### config.mk
export PLATFORM = sky130hd
export DESIGN_NAME = bitmap_first_fit_allocator
export DESIGN_NICKNAME = d
export VERILOG_FILES = /design/src/sv/bffa_pkg.sv /design/src/sv/bffa_byte_unit.sv /design/src/sv/bitmap_first_fit_allocator.sv
export SDC_FILE = /design/constraint.sdc
export NUM_CORES = 2
export LEC_CHECK = 0
export BUFFER_PORTS_ARGS = -buffer_cell sky130_fd_sc_hd__buf_2
export CAP_MARGIN = 25
export CORE_MARGIN = 2
export CORE_UTILIZATION = 51
export CTS_BUF_LIST = sky130_fd_sc_hd__clkbuf_8
export CTS_CLUSTER_DIAMETER = 200
export DETAILED_ROUTE_END_ITERATION = 7
export GPL_ROUTABILITY_DRIVEN = 0
export GPL_TIMING_DRIVEN = 0
export PLACE_DENSITY = 0.72
export RECOVER_POWER = 25
export SLEW_MARGIN = 10
export SYNTH_ARGS = -nofsm -noshare
export SYNTH_HDL_FRONTEND = slang
export SYNTH_SLANG_ARGS = --single-unit
### constraint.sdc
create_clock -name clk -period 6 [get_ports clk]
set_input_delay 0.9 -clock clk [delete_from_list [all_inputs] [get_ports clk]]
set_output_delay 0.9 -clock clk [all_outputs]
set_load 0.05 [all_outputs]
### src/sv/bffa_pkg.sv
// Shared types and constants for the bitmap first-fit allocator.
// No dependencies; imported by bffa_byte_unit, bitmap_first_fit_allocator and tb_top.
`default_nettype none

package bffa_pkg;

  // Request codes
  localparam logic [1:0] REQ_SEARCH = 2'd0;
  localparam logic [1:0] REQ_ALLOC  = 2'd1;
  localparam logic [1:0] REQ_FREE   = 2'd2;

  // Bit index / run counter width: the bits in use never exceed 255 * 8 = 2040,
  // and start plus run length never exceeds 1023 + 2047 = 3070.
  localparam int unsigned IDX_W = 12;

  localparam logic [7:0] MAP_BYTES_RESET = 8'd128;

  typedef enum logic [2:0] {
    S_CLEAR = 3'b001,
    S_IDLE  = 3'b010,
    S_SCAN  = 3'b100
  } state_t;

  // Result of processing one map byte
  typedef struct packed {
    logic [7:0]       new_byte;
    logic             hit;
    logic [9:0]       where;
    logic [IDX_W-1:0] count_out;
  } byte_res_t;

endpackage

`default_nettype wire

### src/sv/bffa_byte_unit.sv
// Shared per-byte unit: free-run counting for search, masked set/clear for marks.
// Depends on bffa_pkg.
`default_nettype none

module bffa_byte_unit import bffa_pkg::*; (
  input  wire logic [7:0]       data,
  input  wire logic [IDX_W-1:0] base,      // bit index of the byte's first bit
  input  wire logic [IDX_W-1:0] count_in,  // free run length before this byte
  input  wire logic [10:0]      run_len,
  input  wire logic [9:0]       lo_bit,    // first bit to mark
  input  wire logic [IDX_W-1:0] hi_bit,    // one past the last bit to mark
  input  wire logic [IDX_W-1:0] n_bits,    // bits in use
  input  wire logic             set_val,
  output byte_res_t             res
);

  logic [IDX_W-1:0] cnt [8];
  logic [7:0]       hitv;

  always_comb begin
    logic             blocked;
    logic [2:0]       last;
    logic [IDX_W-1:0] idx;
    res = '0;
    for (int j = 0; j < 8; j++) begin
      blocked = 1'b0;
      last    = 3'd0;
      for (int k = 0; k < 8; k++) begin
        if (k <= j && data[7-k]) begin
          blocked = 1'b1;
          last    = 3'(k);
        end
      end
      cnt[j] = blocked ? IDX_W'(3'(j) - last) : count_in + IDX_W'(j + 1);
      idx    = {base[IDX_W-1:3], 3'(j)};
      hitv[j] = (idx < n_bits) && (cnt[j] == {1'b0, run_len});
      if (idx >= {2'b00, lo_bit} && idx < hi_bit)
        res.new_byte[7-j] = set_val;
      else
        res.new_byte[7-j] = data[7-j];
    end
    // lowest hit wins
    for (int j = 7; j >= 0; j--) begin
      if (hitv[j]) begin
        res.hit   = 1'b1;
        res.where = 10'({base[IDX_W-1:3], 3'(j)} + IDX_W'(1) - {1'b0, run_len});
      end
    end
    res.count_out = cnt[7];
  end

endmodule

`default_nettype wire

### src/sv/bitmap_first_fit_allocator.sv
// Bitmap first-fit allocator, top level: sequencer, map memory, result register.
// Depends on bffa_pkg and bffa_byte_unit.
// Sequencing: a search reads at most the bytes in use, one map byte a cycle through the shared
// byte unit, after the read and before the wind-down; marks read, modify and write back the
// bytes touched. A zero-length search, an empty or off-map mark or an unknown request answers from idle.
// One request at a time, next taken once back in idle; no stall. Reset clears the map first.
`default_nettype none

module bitmap_first_fit_allocator import bffa_pkg::*; #(
  parameter int unsigned MAP_BITS = 1024
) (
  input  wire logic        clk,
  input  wire logic        rst,
  // configuration
  input  wire logic        cfg_we,
  input  wire logic [7:0]  cfg_wdata,
  // request
  input  wire logic        start,
  output logic             busy,
  input  wire logic [1:0]  req_type,
  input  wire logic [9:0]  start_index,
  input  wire logic [10:0] run_length,
  // result
  output logic             done,
  output logic             found,
  output logic [9:0]       run_start
);

  // Map store geometry
  localparam int unsigned DEPTH = (MAP_BITS + 7) / 8;
  localparam int unsigned AW    = (DEPTH > 1) ? $clog2(DEPTH) : 1;
  localparam int unsigned CW    = $clog2(DEPTH + 1);

  logic [7:0] mem [DEPTH];
  logic [7:0] rd_data;

  state_t           state;
  logic [7:0]       map_bytes;
  logic [CW-1:0]    rd_cnt;     // next byte to read (also the clear pointer)
  logic [CW-1:0]    hi;         // one past the last byte to visit
  logic             pipe_v;     // rd_data holds a byte for this request
  logic [CW-1:0]    pipe_idx;   // byte address of rd_data
  logic [IDX_W-1:0] run_cnt;    // free run carried between bytes
  logic [1:0]       op;
  logic [9:0]       lo_bit;
  logic [IDX_W-1:0] hi_bit;
  logic [10:0]      len;

  // Bits in use: min(map_bytes * 8, MAP_BITS)
  logic [IDX_W-1:0] n_bits;
  logic [IDX_W-1:0] end_req;
  logic [IDX_W-1:0] end_clip;
  logic [IDX_W-1:0] lim;
  logic [IDX_W:0]   lim_up;
  logic             accept;
  logic             issue;
  logic             search_hit;
  byte_res_t        bres;

  always_comb begin
    if ((32'(map_bytes) * 32'd8) > 32'(MAP_BITS))
      n_bits = IDX_W'(MAP_BITS);
    else
      n_bits = IDX_W'({map_bytes, 3'b000});
    end_req  = IDX_W'(start_index) + IDX_W'(run_length);
    end_clip = (end_req > n_bits) ? n_bits : end_req;
    lim      = (req_type == REQ_SEARCH) ? n_bits : end_clip;
    lim_up   = ({1'b0, lim} + (IDX_W+1)'(7)) >> 3;
  end

  assign busy   = (state != S_IDLE);
  assign accept = start && (state == S_IDLE);

  // Shared byte unit works on the byte that the memory returned last cycle
  bffa_byte_unit u_byte (
    .data     (rd_data),
    .base     (IDX_W'({pipe_idx, 3'b000})),
    .count_in (run_cnt),
    .run_len  (len),
    .lo_bit   (lo_bit),
    .hi_bit   (hi_bit),
    .n_bits   (n_bits),
    .set_val  (op == REQ_ALLOC),
    .res      (bres)
  );

  assign search_hit = pipe_v && (op == REQ_SEARCH) && bres.hit;
  assign issue      = (state == S_SCAN) && (rd_cnt != hi) && !search_hit;

  // Map memory: one write port (clear or read-modify-write), one registered read
  always_ff @(posedge clk) begin
    if (state == S_CLEAR)
      mem[rd_cnt[AW-1:0]] <= 8'h00;
    else if (state == S_SCAN && pipe_v && op != REQ_SEARCH)
      mem[pipe_idx[AW-1:0]] <= bres.new_byte;
    if (issue)
      rd_data <= mem[rd_cnt[AW-1:0]];
  end

  // Configuration register
  always_ff @(posedge clk) begin
    if (rst)
      map_bytes <= MAP_BYTES_RESET;
    else if (cfg_we)
      map_bytes <= cfg_wdata;
  end

  // Request payload, held for the whole request
  always_ff @(posedge clk) begin
    if (accept) begin
      op     <= req_type;
      lo_bit <= start_index;
      hi_bit <= end_clip;
      len    <= run_length;
    end
    if (issue)
      pipe_idx <= rd_cnt;
  end

  // Sequencer
  always_ff @(posedge clk) begin
    if (rst) begin
      state   <= S_CLEAR;
      rd_cnt  <= '0;
      hi      <= '0;
      pipe_v  <= 1'b0;
      run_cnt <= '0;
      done    <= 1'b0;
    end else begin
      done <= 1'b0;
      case (state)
        S_CLEAR: begin
          rd_cnt <= rd_cnt + CW'(1);
          if (rd_cnt == CW'(DEPTH - 1))
            state <= S_IDLE;
        end
        S_IDLE: begin
          pipe_v  <= 1'b0;
          run_cnt <= '0;
          if (start) begin
            hi <= CW'(lim_up);
            case (req_type)
              REQ_SEARCH: begin
                if (run_length == 11'd0) begin
                  done      <= 1'b1;
                  found     <= 1'b1;
                  run_start <= '0;
                end else begin
                  rd_cnt <= '0;
                  state  <= S_SCAN;
                end
              end
              REQ_ALLOC, REQ_FREE: begin
                if (IDX_W'(start_index) < end_clip) begin
                  rd_cnt <= CW'(start_index[9:3]);
                  state  <= S_SCAN;
                end else begin
                  // range is empty or lies wholly outside the bits in use
                  done      <= 1'b1;
                  found     <= 1'b1;
                  run_start <= '0;
                end
              end
              default: begin
                done      <= 1'b1;
                found     <= 1'b0;
                run_start <= '0;
              end
            endcase
          end
        end
        S_SCAN: begin
          pipe_v <= issue;
          if (issue)
            rd_cnt <= rd_cnt + CW'(1);
          if (pipe_v)
            run_cnt <= bres.count_out;
          if (search_hit) begin
            done      <= 1'b1;
            found     <= 1'b1;
            run_start <= bres.where;
            state     <= S_IDLE;
          end else if (rd_cnt == hi && !pipe_v) begin
            // all bytes visited: marks succeed, a search has failed
            done      <= 1'b1;
            found     <= (op != REQ_SEARCH);
            run_start <= '0;
            state     <= S_IDLE;
          end
        end
        default: state <= S_IDLE;
      endcase
    end
  end

endmodule

`default_nettype wire

Word level (Yosys, flattened, before mapping)
Memories as Yosys holds them, arrays and structs flattened. A register that Yosys moved wholly into a read port is not among the register bits.
Index checks and enable logic that the tools add are counted.
W data, S select, Z words.
- bits in registers: 95
- memory bits (writable): 1024
- bits of input ports: 35
- output and inout port bits: 13
- memories kept: 1
- memories (memory ; words ; bits a word ; rd ports ; clocked after Yosys merged registers in ; wr ports ; RTL line ; text):
    mem ; 128 ; 8 ; 1 ; 1 ; 1 ; bitmap_first_fit_allocator.sv:34 ; logic [7:0] mem [DEPTH];
- $add $sub $neg: 34
- magnitude comparators: 27
- eq/ne operators: 28
- multiplexer cells: 88
- bitwise gates (word level): 1
- reduce and logical (&&, ||, !) cells: 39
- operator list (kind ; count):
    $mux W12 ; 10
    $mux W11 ; 10
    $eq A12 B11 Y1 ; 8
    $lt A11 B12 Y1 ; 8
    $ge A11 B10 Y1 ; 8
    $lt A11 B11 Y1 ; 8
    $add A10 B1 Y10 const B ; 8
    $sub A10 B10 Y10 ; 8
    $mux W10 ; 5
    $add A12 B3 Y12 const B ; 4
    $mux W8 ; 5
    $pmux W10 S2 ; 2
    $mux W3 ; 12
    $mux W1 ; 33
    $add A12 B2 Y12 const B ; 2
    $logic_and A1 B1 Y1 ; 24
    $pmux W12 S2 ; 1
    $pmux W8 S3 ; 1
    $reduce_and A6 Y1 ; 3
    $pmux W8 S2 ; 1
    $sub A3 B3 Y4 const A ; 4
    $add A10 B11 Y12 ; 1
    $add A12 B1 Y12 const B ; 1
    $add A12 B4 Y12 const B ; 1
    other kinds (32) ; 49

Logic depth before layout (Yosys ltp)
- word-level depth: 24
- mapped depth: 32

Hierarchy
Synthesis repeated with hierarchy kept, for this count alone.
- cell total of the unflattened synthesis: 3208
- area total of the unflattened synthesis: 51783.4 µm²
- modules (own cells, without submodules) (module ; instances ; cells each ; area each (µm²) ; seq. area each (µm²)):
    bitmap_first_fit_allocator ; 1 ; 2165 ; 44919.3 ; 33432.1
    bffa_byte_unit ; 1 ; 1043 ; 6864.1 ; 0.0

Worst setup path before layout
OpenSTA, ideal clock, no wires.
- path kind: input to register
- start: input start_index[0]
- end: register rd_cnt[0]
- library setup time: 0.069 ns
- arrival time: 6.272 ns
- data required time: 5.931 ns
- slack: -0.341 ns
- cell stages on the path: 31
- path buffers: 1
- cell sequence: ha_1 inv_1 fa_1 nor2b_1 o21ai_0 a21boi_0 o22a_1 or4b_1 nand3_1 ha_1 and3_1 and3_1 and3_1 a21o_1 nand2_1 clkbuf_1 nand2_1 o21ai_0 inv_1 ha_1 a21o_1 a21o_1 a21oi_1 nor2_1 a211oi_1 nand2_1 a32o_1 o21ai_0 a21oi_2 or4_1 o21ai_1
- word-level cells in the longest chain between the ends: 6
- ends and longest elaborated chain (element ; RTL line ; text):
    start: declaration ; bitmap_first_fit_allocator.sv:21 ; input wire logic [9:0] start_index,
    $add A10 B11 Y12 (*) ; bitmap_first_fit_allocator.sv:65 ; end_req = IDX_W'(start_index) + IDX_W'(run_length);
    $gt A12 B12 Y1 ; bitmap_first_fit_allocator.sv:66 ; end_clip = (end_req > n_bits) ? n_bits : end_req;
    $mux W12 (*) ; bitmap_first_fit_allocator.sv:66 ;
    named net end_clip[5] ; bitmap_first_fit_allocator.sv:52 ; logic [IDX_W-1:0] end_clip;
    $lt A10 B12 Y1 (*) ; bitmap_first_fit_allocator.sv:154 ; if (IDX_W'(start_index) < end_clip) begin
    $ne A3 B3 Y1 (no line) (*) ; n/a ;
    $reduce_and A6 Y1 (no line) (*) ; n/a ;
    end signal: assignment ; bitmap_first_fit_allocator.sv:133 ; rd_cnt <= rd_cnt + CW'(1);
    end signal: assignment ; bitmap_first_fit_allocator.sv:155 ; rd_cnt <= CW'(start_index[9:3]);
    end signal: assignment ; bitmap_first_fit_allocator.sv:175 ; rd_cnt <= rd_cnt + CW'(1);
    end: declaration ; bitmap_first_fit_allocator.sv:39 ; logic [CW-1:0] rd_cnt;
The timed path passes the listed nets; every way through them passes the cells marked *.
A chain may end at the register's enable or synchronous reset.

Final worst setup path
- start: register run_cnt[0]
- end: register run_start[5], enable pin
- word-level cells in the longest chain between the ends: 15
- elaborated cells between the ends (all ways): 43
- those cells by class: 8 x add/sub; 9 x eq/ne; 16 x mux; 10 x reduce/logical
- ends and longest elaborated chain (element ; RTL line ; text):
    start: declaration ; bitmap_first_fit_allocator.sv:43 ; logic [IDX_W-1:0] run_cnt;
    start signal: assignment ; bitmap_first_fit_allocator.sv:177 ; run_cnt <= bres.count_out;
    $add A12 B4 Y12 ; bffa_byte_unit.sv:34 ; cnt[j] = blocked ? IDX_W'(3'(j) - last) : count_in + IDX_W'(j + 1);
    $mux W12 ; bffa_byte_unit.sv:34 ;
    $eq A12 B11 Y1 ; bffa_byte_unit.sv:36 ; hitv[j] = (idx < n_bits) && (cnt[j] == {1'b0, run_len});
    $logic_and A1 B1 Y1 ; bffa_byte_unit.sv:36 ;
    $mux W11 (7 in series) ; bffa_byte_unit.sv:44 ; if (hitv[j]) begin
    $mux W11 (*) ; bffa_byte_unit.sv:44 ;
    $logic_and A1 B1 Y1 (*) ; bitmap_first_fit_allocator.sv:87 ; assign search_hit = pipe_v && (op == REQ_SEARCH) && bres.hit;
    $ne A3 B2 Y1 (no line) (*) ; n/a ;
    $reduce_and A6 Y1 (no line) (*) ; n/a ;
    end signal: assignment ; bitmap_first_fit_allocator.sv:181 ; run_start <= bres.where;
    end: declaration ; bitmap_first_fit_allocator.sv:26 ; output logic [9:0] run_start
Every way passes the cells marked *; elsewhere a longest branch is shown, timed or not.

==> metrics.md <==
| Metric | Value |
|---|---|
| Slew headroom | `-0.285` |
| Endpoint type of the worst setup path | `flop` |
| Core Footprint | `100000 um^2` |
| Sequential share of power | `0.548` |
| CP cell instances | `clkbuf_1, inv_1, ha_1, nand2b_1, a211oi_1, mux2i_1, xnor2_1, or4_1, nor4_2, o41ai_2, a31oi_4, o21ai_0, a21boi_0, a311oi_2, buf_4` |
| Most instantiated cells after synthesis | `edfxtp_1 (1086), mux4_2 (336), nor2_1 (269)` |
| CTS tree | `done` |
| Clock latency on the worst-skew pair | `0.86 ns` |
| Synth Area in Compound Gates | `0.0554` |
| Average cell area after synthesis | `16.2 um^2` |
| Synth Area in Adders | `0.0244` |
| Least-Margin Pin Slew | `1.93 ns` |
| Vias post-DR | `31400` |
| Final hold violations | `0` |
| Port buffer count | `46` |
| First-pass GRT wire length | `201 mm` |
| Peak supply drop | `0.000221 V` |
| Logic pwr share | `0.054` |
| Fin area | `57700 um^2` |
| Yosys top cell by area | `edfxtp_1` |
| Critical path class | `reg -> reg` |
| Leak Pwr | `17.8 nW` |
| CTS sink cnt | `1127` |
| Sw Share | `0.231` |
| Final net count | `3593` |
| Place WS | `-1.05 ns` |
| Failing checks | `max-capacitance violations, max-slew violations` |
| Synth Area in XOR/XNOR | `0.0247` |
| GR peak layer | `met2` |
| Critical Path RT | `6.51 ns` |
| CTS root buffer | `clkbuf_8` |
| Synth cell types | `97` |
| Max Slew Vio Count | `74` |
| Die width | `322 um` |
| Clock Power Share | `0.399` |
| Reg clk slew, reported paths | `0.08 ns` |
| Final WS setup | `0.100 ns` |
| Fin Setup TNS | `0 ns` |
| Post-synth net total | `3313` |
| Critical path fanouts, max | `10` |
| # IOs | `48` |
| Tcrit/Tclk final | `0.983` |
| Met1 usage | `0.360` |
| Crit start category | `flop` |
| Yosys reg bits | `1127` |
| Vias per Instance | `6.40` |
| Antenna violations before repair | `2` |
| Cell with the most instances after synthesis | `edfxtp_1` |
| Highest clock rate | `0.169 GHz` |
| Max_cap viols | `2` |
| Tightest Hold Check Type | `in -> reg` |
| Mux contribution to synthesized area | `0.156` |
| TritonCTS Buffers | `177` |
| PwrDens | `270 nW/um^2` |
| Critical Path Max Stage Delay | `0.56 ns` |
| ANT nets after route | `0` |
| Sequential share of the synthesized area | `0.650` |
| Die H | `322 um` |
| Status | `finished, violations left` |
| Final setup viols | `0` |
| DRC errors left | `0` |
| Simple-Gate Fraction of Synth Area | `0.0684` |
| Die area | `103000 um^2` |
| Total Routing Usage GR | `0.267` |
| Cells after Synth | `3182` |
| FP Rows | `116` |
| Detailed-route wire length | `137 mm` |
| P&R area growth vs syn | `12.2%` |
| Largest net degree at the start of global routing | `45` |
| Initial cell density of the core | `0.515` |
| Largest family of logic cells by synthesized area | `multiplexers` |
| Dominant synthesized flop cell | `edfxtp_1` |
| Crit path time final | `5.90 ns` |
| Final Skew | `0.0750 ns` |
| NetSw | `3.60 mW` |
| Int Power | `12.0 mW` |
| CTS H-tree depth | `4` |
| Slowest-stage cell, CP | `dfxtp_1` |
| Max clock buf depth | `3` |
| Top cells by area, synth | `edfxtp_1 (63%), mux4_2 (15%), ha_1 (2.2%), nor2_1 (2.0%), dfxtp_1 (1.6%)` |
| Vias in the first global route | `30600` |
| Crit path DAT | `6.40 ns` |
| Final HPWL DP | `96.9 mm` |
| Number of synthesized flops with an enable pin | `1086` |
| Async SR Flop Fraction | `0` |
| Synth top area share | `0.634` |
| DRT Pass-1 Iters | `6` |
| Mapped cell area | `51500 um^2` |
| DR WL/cell | `28.0 um` |
| Layout cells sized above 1 | `0.206` |
| Final Util | `0.577` |
| Met2 Track Usage GR | `0.421` |
| Placed Area | `54200 um^2` |
| GRT overflow | `0` |
| Yosys warns | `0` |
| Initial drt markers | `4644` |
| Met3 usage | `0.0550` |
cell type report:
| cell class | count | area (um^2) |
|---|---|---|
| multi-input combinational | 1780 | 17100 |
| clock buffer | 183 | 2520 |
| antenna | 1 | 2.50 |
| tap | 1298 | 1620 |
| timing repair buffer | 101 | 1110 |
| fill | 7458 | 42300 |
| buffer | 186 | 761 |
| inverter | 89 | 335 |
| sequential | 1127 | 33400 |
| clock inverter | 142 | 872 |
layer usage:
| metal | routed length [um] | vias up |
|---|---|---|
| met1 | 52300 | 15800 |
| met5 | 0 | - |
| met3 | 13300 | 377 |
| met2 | 65000 | 1918 |
| li1 | - | 13300 |
| met4 | 6840 | 0 |
placed cells by master, fill, tap and decap left out, drive strengths merged, types with 24 or more instances in the layout:
cell,count
mux2i,35
dfxtp,41
ha,89
edfxtp,1086
o21ai,114
clkbuf,347
clkinv,83
nand2b,35
inv,138
or3,24
xnor2,87
nand3,50
nor2,272
nor4,33
buf,123
xor2,53
mux4,336
nor3,58
nand2,120
a31oi,27
a21oi,131
worst max-delay path, delay by kind of cell (launching register included):
family          cells  cell delay (ns)
mux                 1             0.29
xor+xnor            1             0.09
flops               1             0.56
simple gates        3             1.17
buf+inv             3             1.02
compound gates      6             2.08
fa+ha+maj           1             0.34
path summary, 6_finish.rpt:
kind | startpoint | endpoint | slack (ns) | depth (start not counted)
max | run_cnt[0] | run_start[5] | 0.10 | 15
min | cfg_wdata[7] | map_bytes[7] | 0.32 | 3
max reg2reg | run_cnt[0] | run_start[5] | 0.10 | 15
min reg2reg | rd_cnt[6] | pipe_idx[6] | 0.43 | 0
flip-flops by register name (all words and copies together), names as in the netlist:
name,cells
run_start,10
found,1
map_bytes,8
run_cnt,12
hi_bit,12
lo_bit,10
state,3
op,2
mem,1024
pipe_idx,8
rd_cnt,8
rd_data,8
len,11
hi,8
done,1
pipe_v,1
power by group through the flow:
stage,clock network (mW),registers (mW),logic (mW)
5_1_grt,6.62,8.53,0.896
3_3_place_gp,0,8.70,0.774
2_1_floorplan,0,8.70,0.525
6_report,6.22,8.54,0.840
4_1_cts,6.30,8.54,0.803
3_5_place_dp,0,8.70,0.798
kinds of logic (layout without fill, tap and decap cells):
| family | Yosys count | in the layout |
|---|---|---|
| adders and majority gates | 96 | 96 |
| and+or+nand+nor | 715 | 715 |
| xor gates and xnor gates | 142 | 142 |
| muxes | 382 | 382 |
| AOI/OAI and AO/OA | 444 | 444 |
| DFF | 1127 | 1127 |
| buffers and inverters | 275 | 701 |
| other | 1 | 2 |
what timing repair did:
action / 4_1_cts / 5_1_grt
resized for setup: 4 / 19
setup endpoints to repair: 7 / 22
pin swaps: 0 / 7
setup buffers: 0 / 5
hold buffers: 0 / 0
stage by stage:
step / hold WS, ns / instances / total power, mW
4_1_cts: 0.221 / 4892 / 15.6
3_3_place_gp: 0.409 / 4526 / 9.47
6_report: 0.323 / 4907 / 15.6
5_1_grt: 0.284 / 4907 / 16.1
2_1_floorplan: 0.406 / 3182 / 9.22
3_5_place_dp: 0.417 / 4567 / 9.50
No activity file was read; power rests on OpenSTA's default activity.
